**src/hdl/lzwve_ram.sv**
```systemverilog
// ---------------------------------------------------------------------------
// LZW encoder RAM
// Generic single-port RAM with registered read.
// ---------------------------------------------------------------------------
`default_nettype none
module lzwve_ram #(
    parameter int WIDTH = 8,
    parameter int DEPTH = 256
) (
    input  wire logic                     aclk,
    input  wire logic                     we,
    input  wire logic [$clog2(DEPTH)-1:0] addr,
    input  wire logic [WIDTH-1:0]         wdata,
    output logic      [WIDTH-1:0]         rdata
);
    logic [WIDTH-1:0] mem [DEPTH];

    always_ff @(posedge aclk) begin
        if (we) begin
            mem[addr] <= wdata;
        end
        rdata <= mem[addr];
    end
endmodule
`default_nettype wire

```
**config.mk**
```make
export PLATFORM = sky130hd
export DESIGN_NAME = lzwve_ram
export DESIGN_NICKNAME = d
export VERILOG_FILES = /design/src/hdl/lzwve_ram.sv
export SDC_FILE = /design/constraint.sdc
export NUM_CORES = 2
export LEC_CHECK = 0
export ABC_CLOCK_PERIOD_IN_PS = 3100
export BUFFER_PORTS_ARGS = -buffer_cell sky130_fd_sc_hd__buf_4
export CAP_MARGIN = 30
export CORE_ASPECT_RATIO = 0.8
export CORE_UTILIZATION = 59
export DETAILED_ROUTE_END_ITERATION = 8
export GPL_TIMING_DRIVEN = 0
export PLACE_DENSITY_LB_ADDON = 0.15
export SYNTH_ARGS = -nofsm -noshare
export SYNTH_HDL_FRONTEND = slang
export SYNTH_SLANG_ARGS = --single-unit
```
**constraint.sdc**
```tcl
create_clock -name aclk -period 3.1 [get_ports aclk]
set_input_delay 0.465 -clock aclk [delete_from_list [all_inputs] [get_ports aclk]]
set_output_delay 0.465 -clock aclk [all_outputs]
set_load 0.01 [all_outputs]
```
Word-level counts from Yosys, hierarchy flattened
Memories as Yosys holds them, arrays and structs flattened. A register that Yosys moved wholly into a read port is not among the register bits.
Cells that the tools add are included.
- logic and storage cells: 3
- register bits: 0
- memory bits (writable): 2048
- output and inout port bits: 8
- memories: 1
- memory list (memory ; words ; bits a word ; rd ports ; clocked after memory_dff ; write ports ; RTL line ; RTL):
    mem ; 256 ; 8 ; 1 ; 1 ; 1 ; 16 ; logic [WIDTH-1:0] mem [DEPTH];
- mux-type cells: 2
- operator list (kind ; number):
    $mux W1 ; 2

Logic depth before layout (Yosys ltp)
- depth after elaboration: 2
- mapped depth: 10
- depth with buffers taken out: 5

Least setup slack after synthesis
No wires, ideal clock.
- path kind: input-to-reg
- start point: in addr[1]
- end point: mem mem[111][0], enable pin
- setup time: 0.370 ns
- path slack: 0.416 ns
- buffers on the path: 5
- arrival: 2.314 ns
- cell stages on the path: 9
- cell sequence: buf_2 -> clkbuf_1 -> clkbuf_1 -> nand2_1 -> buf_2 -> nor2_1 -> nand2_1 -> clkbuf_1 -> nor2_1
- RTL lines (what ; RTL line ; RTL):
    start: declaration ; 12 ; input wire logic [$clog2(DEPTH)-1:0] addr,
    end: declaration ; 16 ;
No word-level cell before the write port.

Final worst setup path
- start point: in addr[3]
- end point: mem mem[240][6], enable pin
No word-level cell before the write port.

==> results.txt <==
Status - finished with violations
Failing checks - design-rule violations, negative setup slack
Max stage delay on crit path - 0.58 ns
CTS tree - built
Final Cell Area - 0.0888 sq mm
Ys flop type - edfxtp_1
Routed wire length - 207000 microns
First-pass GRT wire length - 290000 microns
Die width - 410 microns
Io pins - 26
Row cnt - 119
Clock latency on the worst-skew pair - 0.85 ns
Core area - 0.132 sq mm
Most common cell on crit path - clkbuf_1
Mean routed wirelength per cell - 36.2 microns
Top cell type's share of synthesized area - 0.783
Leakage power - 26.9 nW
GRT Total Usage - 0.314
Share of post-route cells with drive strength above 1 - 0.299
Via/cell ratio - 6.93
Largest cells by area after synthesis - edfxtp_1 (78%), mux4_2 (15%), a22oi_1 (2.4%), nor2_1 (1.1%), a21oi_1 (0.82%)
PD cells - 636 mW/mm^2
Congestion Overflow GR - 0
TNS Setup - -43.30 ns
Top delay family on crit path - buffers and inverters
Max Cap Viol - 0
Number of global-route vias before repair - 39.2k
Final Max Slew Viols - 0
TritonRoute pass-1 iters - 9
Setup slack, reg-to-reg - 0.08 ns
Hold WS - 0.102 ns
Starting Density - 0.596
Buf/Inv on CP - 5
Worst Setup End Kind - flip-flop
Total CTS buffers - 186
Cell variety after synth - 22
Post-layout min period - 3.35 ns
Crit-path slowest cell - nor2_2
CP Cell Sequence - clkbuf_1 > nor2_1 > clkbuf_1 > buf_8 > clkbuf_1 > nand3_1 > clkbuf_4 > nor2_2
Slew headroom - 0.251
RSZ-0062 raised after global routing - yes
Internal Power - 44.3 mW
#FFs+latches synth - 2056
H-tree Lvls - 4
Tcrit/Tclk final - 1.08
Clk sinks - 2056
Most common cell in the netlist - edfxtp_1
Antenna Violating Nets Remaining - 0
F_max - 298 MHz
Post-synthesis sequential area ratio - 0.786
Maximum buffer depth of the clock tree - 3
GPL Wtd Cong - 1.01
HP Class - input pin to flip-flop
Asr flop ratio synth - 0
Setup ws final - -0.250 ns
Data arrival, critical path - 3.82 ns
Combinational share of power - 0.052
Routed vias - 39.6k
Switch share - 0.216
Startpoint types - input pin
Final setup viols - 517
Synthesized Nets - 3565
Net Switching - 12.2 mW
Final Hold Fails - 0
Worst clock skew - 0.0338 ns
Cell area after synthesis - 0.0785 sq mm
Initial antenna violation count - 11
Pre-CTS setup slack - -2.17 ns
DR DRC count - 12
Crit-path max FO - 10
I/O Buffers - 21
CP required - 3.57 ns
EDFF count, synth - 2048
Synth Instances - 3547
DRT iter0 DRCs - 5993
Worst IR drop on VDD - 616 uV
Clock slew at reported path FFs - 0.06 ns
Yosys warnings - 0
Placed Instance Area - 0.0816 sq mm
Die ar. - 0.135 sq mm
CTS Root Buffer Type - clkbuf_16
Synth top cells by count - edfxtp_1 (2048), mux4_2 (512), a22oi_1 (256)
Dpl hpwl - 137000 microns
Largest net degree at the start of global routing - 153
Die Y - 328 microns
Clock share of power - 0.405
Worst Tran Pin Value - 1.12 ns
Hold_buf cts - 0
Avg Cell Area, Syn - 22.1 sq um
Syn-to-layout area delta - 13.1%
Synth area leader - edfxtp_1
Flop pwr share - 0.543
Setup CP Type - input pin to flip-flop
Nets - 3825
==> path summary, 6_finish.rpt <==
kind / startpoint / endpoint / cells after the start
worst min register to register: mem[242][6]$_DFFE_PP_ / rdata[6]$_DFF_P_ / 5
worst max register to register: mem[107][7]$_DFFE_PP_ / rdata[7]$_DFF_P_ / 5
worst min-delay path: wdata[2] / mem[209][2]$_DFFE_PP_ / 1
worst max-delay path: addr[3] / mem[240][6]$_DFFE_PP_ / 8
==> registers in the layout, summed over array words and instances, names as in the netlist <==
register	count
mem	2048
rdata	8
==> through the flow <==
step | utilization | std cells | total power [mW]
after floorplan | - | 3547 | 32.6
after global placement | 0.614 | 5322 | 33.9
after detailed placement | 0.619 | 5371 | 34.0
after CTS | 0.671 | 5716 | 56.4
after global routing | 0.674 | 5720 | 57.6
final | 0.674 | 5721 | 56.4
==> timing repair <==
item / 4_1_cts / 5_1_grt
endpoints found under the setup margin: 1621 / 582
pin swaps: 3 / 6
endpoints found under the hold margin: 0 / 0
setup buffers: 0 / 0
resized for setup: 263 / 117
==> cells in the final DEF, fill, tap and decap left out, types with 13 or more instances in the layout <==
cell type and n:
a21oi_1 106, a21oi_2 22, a22oi_1 254, buf_16 13, buf_2 54, buf_4 40
buf_6 19, buf_8 13, bufinv_16 18, clkbuf_1 121, clkbuf_16 188, clkbuf_2 43
clkbuf_4 18, clkinv_1 49, clkinv_2 36, edfxtp_1 2048, mux4_2 512, nand2_1 28
nor2_1 74, nor2_2 78, nor2_4 80, nor3_1 29, o41ai_1 17, o41ai_2 13
==> layout make-up <==
type	instances	area, sq um
fill	8021	43000
clock inverter	127	1180
buffer	231	1260
multi-input combinational	1258	16800
inverter	1	3.75
antenna	2	5.00
timing repair buffer	73	875
tap	1754	2190
clock buffer	219	4830
sequential	2056	61700
==> power groups by stage <==
stage / sequential (mW) / clock, mW / combinational [mW]
global route: 30.6 / 23.9 / 3.02
floorplan: 31.3 / 0 / 1.36
CTS: 30.7 / 22.9 / 2.85
global placement: 31.3 / 0 / 2.64
finish: 30.7 / 22.8 / 2.94
detailed placement: 31.3 / 0 / 2.79
==> metal layers <==
metal | GRT usage | routed length (microns) | part of all wire
met4 | 0.106 | 7420 | 0.036
met3 | 0.120 | 30100 | 0.15
met2 | 0.456 | 92500 | 0.45
met5 | 0 | 110 | 0.00053
met1 | 0.442 | 77000 | 0.37
==> cells by family after synthesis <==
logic type	Yosys count	share of synthesized area
flops	2056	0.786
mux	512	0.147
buf+inv	233	0.0140
simple gates	330	0.0173
compound gates	416	0.0362
Note: power is estimated with default switching activity, not from simulation.
